[src/rtl/core/scl_pkg.sv]
// ----------------------------------------------------------------------------
// scl_pkg
// Shared types and constants of the serial command line classifier: command
// codes, LOG port parser phases, command prefix table and control structs.
// ----------------------------------------------------------------------------
package scl_pkg;

  // Result command codes
  typedef enum logic [3:0] {
    CMD_HEADER      = 4'd0,
    CMD_STATUSDEF   = 4'd1,
    CMD_STATUS      = 4'd2,
    CMD_DFU         = 4'd3,
    CMD_CAL_W       = 4'd4,
    CMD_CAL_R       = 4'd5,
    CMD_CAL_ENTRIES = 4'd6,
    CMD_LOG         = 4'd7,
    CMD_OTP_R       = 4'd8,
    CMD_OTP_W       = 4'd9,
    CMD_BOARD_UNDEF = 4'd10,
    CMD_FALLBACK    = 4'd11
  } cmd_t;

  // Phases of the LOG port parser
  typedef enum logic [2:0] {
    PH_IDLE     = 3'd0,
    PH_EXPECT_P = 3'd1,
    PH_BLANK    = 3'd2,
    PH_PLUS     = 3'd3,
    PH_MINUS    = 3'd4,
    PH_POS      = 3'd5,
    PH_NEG      = 3'd6,
    PH_STOP     = 3'd7
  } port_phase_t;

  // Handler enable bit positions
  localparam int unsigned H_HEADER     = 0;
  localparam int unsigned H_BOOTLOADER = 1;
  localparam int unsigned H_CAL        = 2;
  localparam int unsigned H_CAL_RW     = 3;
  localparam int unsigned H_LOG        = 4;
  localparam int unsigned H_OTP_R      = 5;
  localparam int unsigned H_OTP_W      = 6;
  localparam int unsigned H_BOARD_UNDEF = 7;

  // Prefix table, in match priority order
  localparam int unsigned NUM_PREFIX = 7;
  localparam int unsigned PREFIX_MAX = 9;

  localparam int unsigned P_SERIAL    = 0;
  localparam int unsigned P_STATUSDEF = 1;
  localparam int unsigned P_STATUS    = 2;
  localparam int unsigned P_DFU       = 3;
  localparam int unsigned P_CAL       = 4;
  localparam int unsigned P_LOG       = 5;
  localparam int unsigned P_OTP       = 6;

  typedef logic [7:0] char_t;

  localparam char_t PREFIX_TEXT [NUM_PREFIX][PREFIX_MAX] = '{
    '{"S", "e", "r", "i", "a", "l", 8'h00, 8'h00, 8'h00},
    '{"S", "t", "a", "t", "u", "s", "D", "e", "f"},
    '{"S", "t", "a", "t", "u", "s", 8'h00, 8'h00, 8'h00},
    '{"D", "F", "U", 8'h00, 8'h00, 8'h00, 8'h00, 8'h00, 8'h00},
    '{"C", "A", "L", 8'h00, 8'h00, 8'h00, 8'h00, 8'h00, 8'h00},
    '{"L", "O", "G", 8'h00, 8'h00, 8'h00, 8'h00, 8'h00, 8'h00},
    '{"O", "T", "P", 8'h00, 8'h00, 8'h00, 8'h00, 8'h00, 8'h00}
  };

  localparam logic [3:0] PREFIX_LEN [NUM_PREFIX] = '{
    4'd6, 4'd9, 4'd6, 4'd3, 4'd3, 4'd3, 4'd3
  };

  // Characters of interest
  localparam char_t CH_CR    = 8'd13;
  localparam char_t CH_LF    = 8'd10;
  localparam char_t CH_SPACE = 8'd32;
  localparam char_t CH_NUL   = 8'd0;
  localparam char_t CH_R     = 8'd114;
  localparam char_t CH_W     = 8'd119;
  localparam char_t CH_P     = 8'd112;
  localparam char_t CH_PLUS  = 8'd43;
  localparam char_t CH_MINUS = 8'd45;
  localparam char_t CH_ZERO  = 8'd48;
  localparam char_t CH_NINE  = 8'd57;
  localparam char_t CH_TAB   = 8'd9;

  // Input kinds
  localparam logic KIND_BYTE  = 1'b0;
  localparam logic KIND_FLUSH = 1'b1;

  // Control from the line tracker to the port parser
  typedef struct packed {
    logic step;   // advance on the current byte
    logic start;  // first space seen: expect 'p' next
    logic clear;  // end of line or flush
  } port_ctrl_t;

  // Port parser state after the current byte
  typedef struct packed {
    logic               ok;
    logic signed [31:0] value;
  } port_stat_t;

endpackage

[src/rtl/core/scl_port_parser.sv]
// ----------------------------------------------------------------------------
// scl_port_parser
// Decimal parser for the argument of a LOG line: 'p', optional blanks, an
// optional sign and digits, saturating to the signed 32-bit range.
// ----------------------------------------------------------------------------
module scl_port_parser (
  input  logic               clk,
  input  logic               rst,
  input  scl_pkg::port_ctrl_t ctrl,
  input  logic [7:0]         rx_byte,
  output scl_pkg::port_stat_t stat
);
  import scl_pkg::*;

  localparam logic signed [35:0] SAT_MAX = 36'sd2147483647;
  localparam logic signed [35:0] SAT_MIN = -36'sd2147483648;

  port_phase_t        phase;
  port_phase_t        phase_next;
  logic signed [31:0] acc;
  logic signed [31:0] acc_next;
  logic               ok;
  logic               ok_next;

  logic               is_digit;
  logic               is_blank;
  logic signed [35:0] acc_ext;
  logic signed [35:0] times10;
  logic signed [35:0] digit_ext;
  logic signed [35:0] pos_sum;
  logic signed [35:0] neg_sum;

  // Classify the byte and form the shift-add products
  assign is_digit  = (rx_byte >= CH_ZERO) && (rx_byte <= CH_NINE);
  assign is_blank  = (rx_byte == CH_SPACE) || ((rx_byte >= CH_TAB) && (rx_byte <= CH_CR));
  assign acc_ext   = {{4{acc[31]}}, acc};
  assign times10   = (acc_ext <<< 3) + (acc_ext <<< 1);
  assign digit_ext = {32'd0, rx_byte[3:0]};
  assign pos_sum   = times10 + digit_ext;
  assign neg_sum   = times10 - digit_ext;

  // Next phase, value and valid flag after this byte
  always_comb begin
    phase_next = phase;
    acc_next   = acc;
    ok_next    = ok;
    if (ctrl.step) begin
      unique case (phase)
        PH_EXPECT_P: begin
          phase_next = (rx_byte == CH_P) ? PH_BLANK : PH_STOP;
        end
        PH_BLANK: begin
          if (is_blank) begin
            phase_next = PH_BLANK;
          end else if (rx_byte == CH_PLUS) begin
            phase_next = PH_PLUS;
          end else if (rx_byte == CH_MINUS) begin
            phase_next = PH_MINUS;
          end else if (is_digit) begin
            acc_next   = digit_ext[31:0];
            ok_next    = 1'b1;
            phase_next = PH_POS;
          end else begin
            phase_next = PH_STOP;
          end
        end
        PH_PLUS, PH_MINUS: begin
          if (is_digit) begin
            acc_next   = (phase == PH_PLUS) ? digit_ext[31:0] : 32'(-digit_ext);
            ok_next    = 1'b1;
            phase_next = (phase == PH_PLUS) ? PH_POS : PH_NEG;
          end else begin
            phase_next = PH_STOP;
          end
        end
        PH_POS: begin
          if (is_digit) begin
            acc_next = (pos_sum > SAT_MAX) ? SAT_MAX[31:0] : pos_sum[31:0];
          end else begin
            phase_next = PH_STOP;
          end
        end
        PH_NEG: begin
          if (is_digit) begin
            acc_next = (neg_sum < SAT_MIN) ? SAT_MIN[31:0] : neg_sum[31:0];
          end else begin
            phase_next = PH_STOP;
          end
        end
        default: begin
          phase_next = phase;
        end
      endcase
      // The first space of the line arms the parser
      if (ctrl.start) begin
        phase_next = PH_EXPECT_P;
      end
    end
  end

  assign stat.ok    = ok_next;
  assign stat.value = acc_next;

  // Hold parser state; drop it at line end or flush
  always_ff @(posedge clk) begin
    if (rst || ctrl.clear) begin
      phase <= PH_IDLE;
      acc   <= '0;
      ok    <= 1'b0;
    end else begin
      phase <= phase_next;
      acc   <= acc_next;
      ok    <= ok_next;
    end
  end

endmodule

[src/rtl/core/serial_command_line_classifier_top.sv]
// ----------------------------------------------------------------------------
// serial_command_line_classifier_top
// Assembles received bytes into lines and classifies each completed line
// into a command code, with the decimal port of a LOG line.
// ----------------------------------------------------------------------------
//  channel   dir  handshake          payload
//  s_*       in   s_tvalid/s_tready  s_tdata: rx_byte; s_tuser: kind
//  m_*       out  m_tvalid/m_tready  m_tdata: command, log_port, line_length,
//                                    truncated
//  handlers  in   handlers_we        handlers_wdata: handler enable mask
//
//  One byte per cycle while the output register is not stalled: a transfer
//  lands in the input register, and when it is processed the line state
//  advances and the result of a completed line loads the output register.
//  The cycle is bounded by the LOG port multiply-by-ten and saturate.
//  Reset is synchronous and clears all line state; the mask resets to all
//  ones. A stalled output register holds both stages.
// ----------------------------------------------------------------------------
module serial_command_line_classifier_top #(
  parameter int unsigned LINE_LIMIT = 512
) (
  input  logic        clk,
  input  logic        rst,
  input  logic        s_tvalid,
  output logic        s_tready,
  input  logic [7:0]  s_tdata,          // [7:0] rx_byte
  input  logic [0:0]  s_tuser,          // [0] kind
  output logic        m_tvalid,
  input  logic        m_tready,
  output logic [47:0] m_tdata,          // [3:0] command, [35:4] log_port,
                                        // [44:36] line_length, [45] truncated
  input  logic        handlers_we,
  input  logic [7:0]  handlers_wdata
);
  import scl_pkg::*;

  localparam int unsigned CW = $clog2(LINE_LIMIT);
  localparam logic [CW-1:0] LAST_COUNT = CW'(LINE_LIMIT - 1);

  // Configuration
  logic [7:0] handlers;

  // Input register
  logic       in_valid;
  logic       in_kind;
  logic [7:0] in_byte;

  // Line state
  logic [CW-1:0]         line_count;
  logic [NUM_PREFIX-1:0] prefix_flags;
  logic                  space_seen;
  logic [7:0]            char_after_space;
  logic [7:0]            char_at_four;
  logic                  nul_seen;
  logic                  want_next;

  logic [CW-1:0]         line_count_next;
  logic [NUM_PREFIX-1:0] prefix_flags_next;
  logic                  space_seen_next;
  logic [7:0]            char_after_space_next;
  logic [7:0]            char_at_four_next;
  logic                  nul_seen_next;
  logic                  want_next_next;

  // Output register
  logic        out_valid;
  cmd_t        out_command;
  logic [31:0] out_log_port;
  logic [8:0]  out_line_length;
  logic        out_truncated;

  // Step control
  logic       advance;
  logic       proc;
  logic       is_term;
  logic       take;
  logic       finish;
  logic       trunc;
  logic       clear_line;
  logic [3:0] pos_idx;

  // Classification
  logic [NUM_PREFIX-1:0] has_prefix;
  cmd_t                  cmd;
  cmd_t                  undef_cmd;
  logic [31:0]           port_val;
  logic                  emit;
  logic [CW+8:0]         len_wide;

  port_ctrl_t pctrl;
  port_stat_t pstat;

  // Stall both stages while a result waits
  assign advance  = !out_valid || m_tready;
  assign s_tready = !in_valid || advance;
  assign proc     = in_valid && advance;

  assign is_term = (in_byte == CH_CR) || (in_byte == CH_LF);
  assign take    = (in_kind == KIND_BYTE) && !is_term;
  assign pos_idx = (line_count < CW'(PREFIX_MAX)) ? line_count[3:0] : 4'd0;

  // Line state after the byte in the input register
  always_comb begin
    line_count_next       = line_count;
    prefix_flags_next     = prefix_flags;
    space_seen_next       = space_seen;
    char_after_space_next = char_after_space;
    char_at_four_next     = char_at_four;
    nul_seen_next         = nul_seen;
    want_next_next        = want_next;
    if (take) begin
      for (int k = 0; k < NUM_PREFIX; k++) begin
        if ((line_count < CW'(PREFIX_LEN[k])) && (in_byte != PREFIX_TEXT[k][pos_idx])) begin
          prefix_flags_next[k] = 1'b0;
        end
      end
      if (line_count == CW'(4)) begin
        char_at_four_next = in_byte;
      end
      if (!nul_seen) begin
        if (want_next) begin
          char_after_space_next = in_byte;
          want_next_next        = 1'b0;
        end
        if ((in_byte == CH_SPACE) && !space_seen) begin
          space_seen_next       = 1'b1;
          want_next_next        = 1'b1;
          char_after_space_next = 8'd0;
        end
        if (in_byte == CH_NUL) begin
          nul_seen_next = 1'b1;
        end
      end
      line_count_next = line_count + CW'(1);
    end
  end

  // End of line: terminator on a non-empty line, or length limit
  assign trunc      = take && (line_count_next >= LAST_COUNT);
  assign finish     = (in_kind == KIND_BYTE) &&
                      ((is_term && (line_count != '0)) || trunc);
  assign clear_line = (in_kind == KIND_FLUSH) || finish;

  assign pctrl.step  = proc && take && !nul_seen;
  assign pctrl.start = pctrl.step && (in_byte == CH_SPACE) && !space_seen;
  assign pctrl.clear = proc && clear_line;

  scl_port_parser u_port (
    .clk     (clk),
    .rst     (rst),
    .ctrl    (pctrl),
    .rx_byte (in_byte),
    .stat    (pstat)
  );

  // Prefix hits need the full prefix length
  always_comb begin
    for (int k = 0; k < NUM_PREFIX; k++) begin
      has_prefix[k] = prefix_flags_next[k] && (line_count_next >= CW'(PREFIX_LEN[k]));
    end
  end

  assign undef_cmd = handlers[H_BOARD_UNDEF] ? CMD_BOARD_UNDEF : CMD_FALLBACK;

  // Resolve the command in prefix priority order
  always_comb begin
    cmd      = undef_cmd;
    port_val = 32'd0;
    emit     = 1'b1;
    if (has_prefix[P_SERIAL]) begin
      cmd = handlers[H_HEADER] ? CMD_HEADER : CMD_FALLBACK;
    end else if (has_prefix[P_STATUSDEF]) begin
      cmd = CMD_STATUSDEF;
    end else if (has_prefix[P_STATUS]) begin
      cmd = CMD_STATUS;
    end else if (has_prefix[P_DFU]) begin
      cmd = handlers[H_BOOTLOADER] ? CMD_DFU : CMD_FALLBACK;
    end else if (has_prefix[P_CAL]) begin
      if (!handlers[H_CAL]) begin
        cmd = CMD_FALLBACK;
      end else if (!space_seen_next) begin
        cmd = undef_cmd;
      end else if ((char_after_space_next == CH_W) || (char_after_space_next == CH_R)) begin
        cmd  = (char_after_space_next == CH_W) ? CMD_CAL_W : CMD_CAL_R;
        emit = handlers[H_CAL_RW];
      end else begin
        cmd = CMD_CAL_ENTRIES;
      end
    end else if (has_prefix[P_LOG]) begin
      if (!handlers[H_LOG]) begin
        cmd = CMD_FALLBACK;
      end else if (space_seen_next && pstat.ok) begin
        cmd      = CMD_LOG;
        port_val = pstat.value;
      end else begin
        cmd = undef_cmd;
      end
    end else if (has_prefix[P_OTP]) begin
      cmd = CMD_FALLBACK;
      if (line_count_next >= CW'(5)) begin
        if ((char_at_four_next == CH_R) && handlers[H_OTP_R]) begin
          cmd = CMD_OTP_R;
        end else if ((char_at_four_next == CH_W) && handlers[H_OTP_W]) begin
          cmd = CMD_OTP_W;
        end
      end
    end
  end

  assign len_wide = {9'd0, line_count_next};

  // Configuration register
  always_ff @(posedge clk) begin
    if (rst) begin
      handlers <= 8'hFF;
    end else if (handlers_we) begin
      handlers <= handlers_wdata;
    end
  end

  // Input register: load on transfer, empty when processed
  always_ff @(posedge clk) begin
    if (rst) begin
      in_valid <= 1'b0;
    end else if (s_tvalid && s_tready) begin
      in_valid <= 1'b1;
    end else if (proc) begin
      in_valid <= 1'b0;
    end
  end

  always_ff @(posedge clk) begin
    if (s_tvalid && s_tready) begin
      in_kind <= s_tuser[0];
      in_byte <= s_tdata;
    end
  end

  // Line state: advance on each processed item, drop at line end or flush
  always_ff @(posedge clk) begin
    if (rst || (proc && clear_line)) begin
      line_count       <= '0;
      prefix_flags     <= '1;
      space_seen       <= 1'b0;
      char_after_space <= 8'd0;
      char_at_four     <= 8'd0;
      nul_seen         <= 1'b0;
      want_next        <= 1'b0;
    end else if (proc) begin
      line_count       <= line_count_next;
      prefix_flags     <= prefix_flags_next;
      space_seen       <= space_seen_next;
      char_after_space <= char_after_space_next;
      char_at_four     <= char_at_four_next;
      nul_seen         <= nul_seen_next;
      want_next        <= want_next_next;
    end
  end

  // Output register
  always_ff @(posedge clk) begin
    if (rst) begin
      out_valid <= 1'b0;
    end else if (advance) begin
      out_valid <= proc && finish && emit;
    end
  end

  always_ff @(posedge clk) begin
    if (proc && finish) begin
      out_command     <= cmd;
      out_log_port    <= port_val;
      out_line_length <= len_wide[8:0];
      out_truncated   <= trunc;
    end
  end

  assign m_tvalid = out_valid;
  assign m_tdata  = {2'b00, out_truncated, out_line_length, out_log_port, out_command};

  // Checks
  a_len_nonzero: assert property (@(posedge clk) disable iff (rst)
    out_valid |-> (out_line_length != 9'd0 || LINE_LIMIT > 512))
    else $error("result with empty line");

  a_port_only_log: assert property (@(posedge clk) disable iff (rst)
    (out_valid && out_log_port != 32'd0) |-> (out_command == CMD_LOG))
    else $error("nonzero port on a non-LOG command");

  a_flush_clears: assert property (@(posedge clk) disable iff (rst)
    (proc && in_kind == KIND_FLUSH) |=> (line_count == '0 && prefix_flags == '1))
    else $error("flush left line state");

  a_result_after_item: assert property (@(posedge clk) disable iff (rst)
    $rose(out_valid) |-> $past(proc && finish))
    else $error("result without a line end");

endmodule
[config.mk]
export PLATFORM = sky130hd
export DESIGN_NAME = serial_command_line_classifier_top
export DESIGN_NICKNAME = d
export VERILOG_FILES = /design/src/rtl/core/scl_pkg.sv /design/src/rtl/core/scl_port_parser.sv /design/src/rtl/core/serial_command_line_classifier_top.sv
export SDC_FILE = /design/constraint.sdc
export NUM_CORES = 1
export LEC_CHECK = 0
export BUFFER_PORTS_ARGS = -buffer_cell sky130_fd_sc_hd__clkbuf_2
export CAP_MARGIN = 15
export CORE_MARGIN = 10
export CORE_UTILIZATION = 55
export CTS_BUF_LIST = sky130_fd_sc_hd__clkbuf_4 sky130_fd_sc_hd__clkbuf_8 sky130_fd_sc_hd__clkbuf_16
export DETAILED_ROUTE_END_ITERATION = 16
export PLACE_DENSITY = 0.84
export SKIP_LAST_GASP = 1
export SLEW_MARGIN = 20
export SYNTH_ARGS = -nofsm -noshare
export SYNTH_HDL_FRONTEND = slang
export SYNTH_HIERARCHICAL = 1
export SYNTH_SLANG_ARGS = --single-unit
[constraint.sdc]
create_clock -name clk -period 5.2 [get_ports clk]
set_input_delay 0.26 -clock clk [delete_from_list [all_inputs] [get_ports clk]]
set_output_delay 0.26 -clock clk [all_outputs]
set_load 0.01 [all_outputs]
# Word-level counts from Yosys, hierarchy flattened
# Memory sizes are Yosys's and may differ from the RTL's.
# Index checks and enable logic that the tools add are counted.
[totals]
memories = 7
register_bits = 136
elab_cells = 226
inputBits = 22
romBits = 896
[classes]
n_bitwise = 6
reduce_logical = 56
eq_ne = 25
n_lt_le_gt_ge = 15
n_mux = 93
add_sub_neg = 5
[mem_list]
columns = ["name", "words", "width", "read_ports", "rd_ports_with_merged_regs", "write_ports", "line_no", "text"]
rows = [
  ["(name not given)", 16, 8, 1, 0, 0, "serial_command_line_classifier_top.sv:113", "if ((line_count < CW'(PREFIX_LEN[k])) && (in_byte != PREFIX_TEXT[k][pos_idx])) begin"],
  ["(name not given)", 16, 8, 1, 0, 0, "serial_command_line_classifier_top.sv:113", ""],
  ["(name not given)", 16, 8, 1, 0, 0, "serial_command_line_classifier_top.sv:113", ""],
  ["(name not given)", 16, 8, 1, 0, 0, "serial_command_line_classifier_top.sv:113", ""],
  ["(name not given)", 16, 8, 1, 0, 0, "serial_command_line_classifier_top.sv:113", ""],
  ["(name not given)", 16, 8, 1, 0, 0, "serial_command_line_classifier_top.sv:113", ""],
  ["1 more memories", "--", "--", "--", "--", "--", "--", ""],
]
[ops]
columns = ["op", "count"]
rows = [
  ["$mux W32", 11],
  ["$mux W8", 20],
  ["$pmux W32 S4", 1],
  ["$ne A8 B8 Y1", 7],
  ["$mux W4", 13],
  ["$eq A8 B7 Y1 const B", 5],
  ["$add A35 B33 Y36", 1],
  ["$add A36 B5 Y36", 1],
  ["$gt A36 B32 Y1 const B", 1],
  ["$lt A36 B32 Y1 const B", 1],
  ["$sub A36 B5 Y36", 1],
  ["$logic_and A1 B1 Y1", 33],
  ["$neg A4 Y32", 1],
  ["$mux W1", 30],
  ["$eq A8 B6 Y1 const B", 3],
  ["$mux W3", 7],
  ["$ge A9 B3 Y1 const B", 2],
  ["$eq A8 B4 Y1 const B", 2],
  ["$mux W2", 7],
  ["$pmux W3 S4", 1],
  ["$add A9 B1 Y9 const B", 1],
  ["$eq A3 B3 Y1 const B", 3],
  ["$eq A9 B3 Y1 const B", 1],
  ["$ge A9 B2 Y1 const B", 1],
  ["28 further kinds", 46],
]

# Logic depth before layout (Yosys ltp)
[depth]
depth_word = 18
mapped_depth = 19
depth_no_buf = 16

# Cells and area by module
# The synthesis kept the hierarchy.
[by_module_without_submodules]
columns = ["mod", "area_per_inst_um2", "seq_area_each_um2", "cells_each", "instances"]
rows = [
  ["scl_port_parser", 6521.3, 720.7, 912, 1],
  ["serial_command_line_classifier_top", 5800.6, 2552.4, 585, 1],
]

# Least setup slack after synthesis
# OpenSTA, ideal clock, no wires.
[synth_timing]
path_type = "register -> register"
start = "register u_port.acc[0]"
end = "register out_log_port[24] (data pin)"
path_stages_with_launch = 18
t_required_ps = 4945
t_arrival_ps = 4534
setup_time_ps = 255
slack_ps = 412
period_less_slack_ps = 4788
cell_sequence = "dfxtp_1 -> ha_1 -> fa_1 -> xor2_1 -> nand2_1 -> a211oi_1 -> nand4_1 -> or4_1 -> or3_1 -> nor4_2 -> mux2i_1 -> nand3_1 -> a21oi_2 -> o21ai_2 -> buf_2 -> or3_1 -> a22o_1 -> and2_1"
[synth_rtl]
columns = ["element", "line_no", "text"]
rows = [
  ["start: declaration", "scl_port_parser.sv:20", "logic signed [31:0] acc;"],
  ["start signal: assignment", "scl_port_parser.sv:112", "acc <= acc_next;"],
  ["end signal: assignment", "serial_command_line_classifier_top.sv:272", "out_log_port <= port_val;"],
  ["end: declaration", "serial_command_line_classifier_top.sv:68", "logic [31:0] out_log_port;"],
]

==> run_results.csv <==
group,metric,value,unit
run_status,outcome,"complete, no violations",
pwr,switchingPower,0.7058,mW
global_route,grt_pass1_wl,62420,µm
floorplanning,die_w,169.7,µm
sta,hold_slack,0.009279,ns
worst_setup_path,reg2reg_depth,16,
worst_setup_path,arrival,5.17,ns
logic_synthesis,synth_area_leaders,"edfxtp_1 13%, dfxtp_1 13%, ha_1 5.2%",
sta,period_minus_slack,4.988,ns
pwr,p_seq_share,43.4,%
clock_network,cts.sinks,136,
pwr,power_per_cell_area,187.8,nW/µm²
worst_setup_path,r2r_start,"u_port/acc[2]",
sta,hold_violations,0,
pwr,internal-power,1.910,mW
worst_setup_path,crit_start,"u_port/acc[2]",
sta,finalSetupViolations,0,
logic_synthesis,yosysSeqAreaShare,26.56,%
pwr,comb_power_share,10.8,%
global_route,antenna_found_initial,0,
routing,dr.pass1.iters,5,
logic_synthesis,avgSynthCellArea,8.231,µm²
routing,wl_per_cell,21.11,µm
clock_network,clk_pin_slew,0.06,ns
sta,max_freq,200.5,MHz
clock_network,cts_buffers,17,
global_route,grt_pass1_vias,11450,
logic_synthesis,synth_ff_type,"dfxtp_1",
clock_network,cts_buffer_depth,2,
global_route,grt_max_degree,36,
floorplanning,die_area,28790,µm²
logic_synthesis,netlist.top_cell.by_area,"edfxtp_1",
worst_setup_path,crit_fanout,8,
sta,tightest_slew,0.9611,ns
flow_run,max_cap_violations,0,
routing,vias,12370,
place,port-buffer-count,69,
logic_synthesis,syn_inst,1497,
routing,viasPerCell,6.599,
logic_synthesis,synth.top_cell.area_share,13.40,%
place,routabilityCongestion,0.9814,
logic_synthesis,ys_types,120,
sta,fin_worst_skew,0.01254,ns
pwr,p_leak,5.352,nW
final_layout,mostFrequentLayoutCell,"nor2_1",
final_layout,final_nets,1658,
min_path,min_path_type,"in -> reg",
final_layout,drive_gt1_share,17.81,%
sta,setup_tns,0,ns
sta,rsz0062_at_grt,"true",
worst_setup_path,r2r_end,"out_log_port[23]",
final_layout,nFillCells,1842,
worst_setup_path,critPathRequiredTime,5.38,ns
floorplanning,initial_core_util,56.11,%
routing,drt_iter0_drc,1558,
pwr,switching_share,26.98,%
logic_synthesis,synth_warnings,6,
final_layout,syn2layout_area_growth,13.08,%
worst_setup_path,endpoint,"out_log_port[23]",
logic_synthesis,synthArstFlopShare,0,%
floorplanning,io_pins,72,
global_route,overflow,0,
sta,period_share,95.92,%
clock_network,clk_latency,0.44,ns
floorplanning,die_h,169.7,µm
place,dpl.hpwl,29670,µm
clock_network,cts_max_level,4,
worst_setup_path,r2r_slack,0.21,ns
clock_network,cts_tree,"yes",
clock_network,clock-root-buffer,"clkbuf_16",
worst_setup_path,cp-start-kind,"flop",
place,dpl_cell_area,13130,µm²
routing,routed_wirelength,39580,µm
sta,slew_viol_final,0,
logic_synthesis,synth.cell_area,12320,µm²
global_route,grtUsageTotal,26.76,%
final_layout,diodes,0,
pwr,clockPowerShare,45.8,%
sta,slew_headroom,35.84,%
final_layout,design_area,13930,µm²
routing,antenna_left,0,
floorplanning,fp-row-count,54,
logic_synthesis,synth-edff-count,55,
worst_setup_path,worst_setup_path_end_kind,"flop",
final_layout,final_cell_mix,"136 x nor2_1, 127 x nand2_1, 94 x a21oi_1",
worst_setup_path,crit_type,"reg -> reg",
floorplanning,core,21960,µm²
routing,drcViolationCount,0,
pwr,power.ir.vdd_worst,0.2015,mV
logic_synthesis,synth_seq_cells,136,
-- critical path, stage by stage, from the launching register on --
cell and delay [ns]:
dfxtp_1 0.34, ha_1 0.24, fa_2 0.40, a211oi_4 0.35, o211ai_2 0.16, a21oi_2 0.21, xor2_1 0.12, or4_4 0.56
or3b_1 0.42, or2_4 0.28, nor3_2 0.17, nand3_1 0.15, a21oi_4 0.26, o211ai_2 0.20, or4_1 0.62, o21a_1 0.13
and2_1 0.13
-- flip-flops by register name, indices dropped and copies added (netlist names), 3 cells and up --
signal and flops:
prefix_flags 7, out_line_length 9, char_after_space 8, u_port/acc 32
in_byte 8, u_port/phase 3, out_log_port 32, line_count 9
char_at_four 8, out_command 4, handlers 8
-- Yosys cell counts, types with 16 or more instances --
library cell	n
xnor2_1	70
or3_1	21
inv_1	48
nand2b_1	23
and2_1	64
o211ai_1	19
a211oi_1	25
a21oi_1	95
nand3_1	31
nand2_1	127
dfxtp_1	81
buf_2	27
edfxtp_1	55
clkbuf_1	36
and3_1	16
nand4_1	22
mux2i_1	24
o21ai_0	74
nor2_1	137
nor3_1	48
ha_1	51
nor4_1	17
xor2_1	38
-- per-stage QoR --
stage / power [mW] / util, % / std cells / setup slack [ns]
after floorplan: 1.347 / - / 1498 / 0.4118
after global placement: 1.421 / 59.78 / 1833 / 0.1155
after detailed placement: 1.425 / 59.80 / 1833 / 0.05110
after CTS: 2.614 / 62.68 / 1871 / 0.04494
after global routing: 2.692 / 63.45 / 1875 / -0.04559
final: 2.616 / 63.45 / 1875 / 0.2121
-- power by group through the flow --
stage	clock network, mW	registers (mW)	logic, mW
after global routing	1.25	1.14	0.306
after floorplan	0	1.16	0.191
after detailed placement	0	1.16	0.267
after CTS	1.21	1.13	0.274
final	1.20	1.14	0.282
after global placement	0	1.16	0.264
-- area by class of cell --
| type | count | area (µm²) | area share, % |
|---|---|---|---|
| Tap cell | 280 | 350.3 | 2.514 |
| Sequential cell | 136 | 3273 | 23.49 |
| Multi-Input combinational cell | 1229 | 8581 | 61.58 |
| Timing Repair Buffer | 149 | 973.4 | 6.986 |
| Clock inverter | 12 | 117.6 | 0.8441 |
| Clock buffer | 20 | 454.2 | 3.260 |
| Inverter | 49 | 183.9 | 1.320 |
-- cell families after synthesis --
| kind of cell | synth area share, % |
|---|---|
| AND/OR/NAND/NOR | 27.01 |
| AO/OA/AOI/OAI | 25.28 |
| flip-flops | 26.56 |
| buffers and inverters | 5.118 |
| XOR/XNOR | 7.809 |
| adder cells (fa/ha/maj) | 5.666 |
| multiplexers | 2.518 |
| other | 0.03043 |
-- repair_timing --
action                                  CTS  global route
setup buffers                             0             4
endpoints found under the setup margin    0            34
gates resized for setup                   0            23
hold buffers                              6             0
hold endpoints to repair                  6             0
-- worst min path at each step --
stage | from | end | slack, ns | cells past startpoint
floorplan | rst | in_valid | 0.33 | 1
global placement | prefix_flags[2] | prefix_flags[2] | 0.44 | 1
detailed placement | s_tdata[5] | in_byte[5] | 0.44 | 1
CTS | s_tdata[4] | in_byte[4] | 0.001 | 1
global route | s_tdata[6] | in_byte[6] | 0.009 | 1
finish | s_tdata[4] | in_byte[4] | 0.009 | 1
-- routing by layer --
layer  up-vias  share of wire [%]  global-route usage [%]
li1       5746                  -                       -
met1      5866                 43                   36.91
met2       672                 44                   41.36
met3        90                9.8                   5.187
met4         0                2.4                   8.012
met5         -                  0                       0
Note: power is estimated with default switching activity, not from simulation.
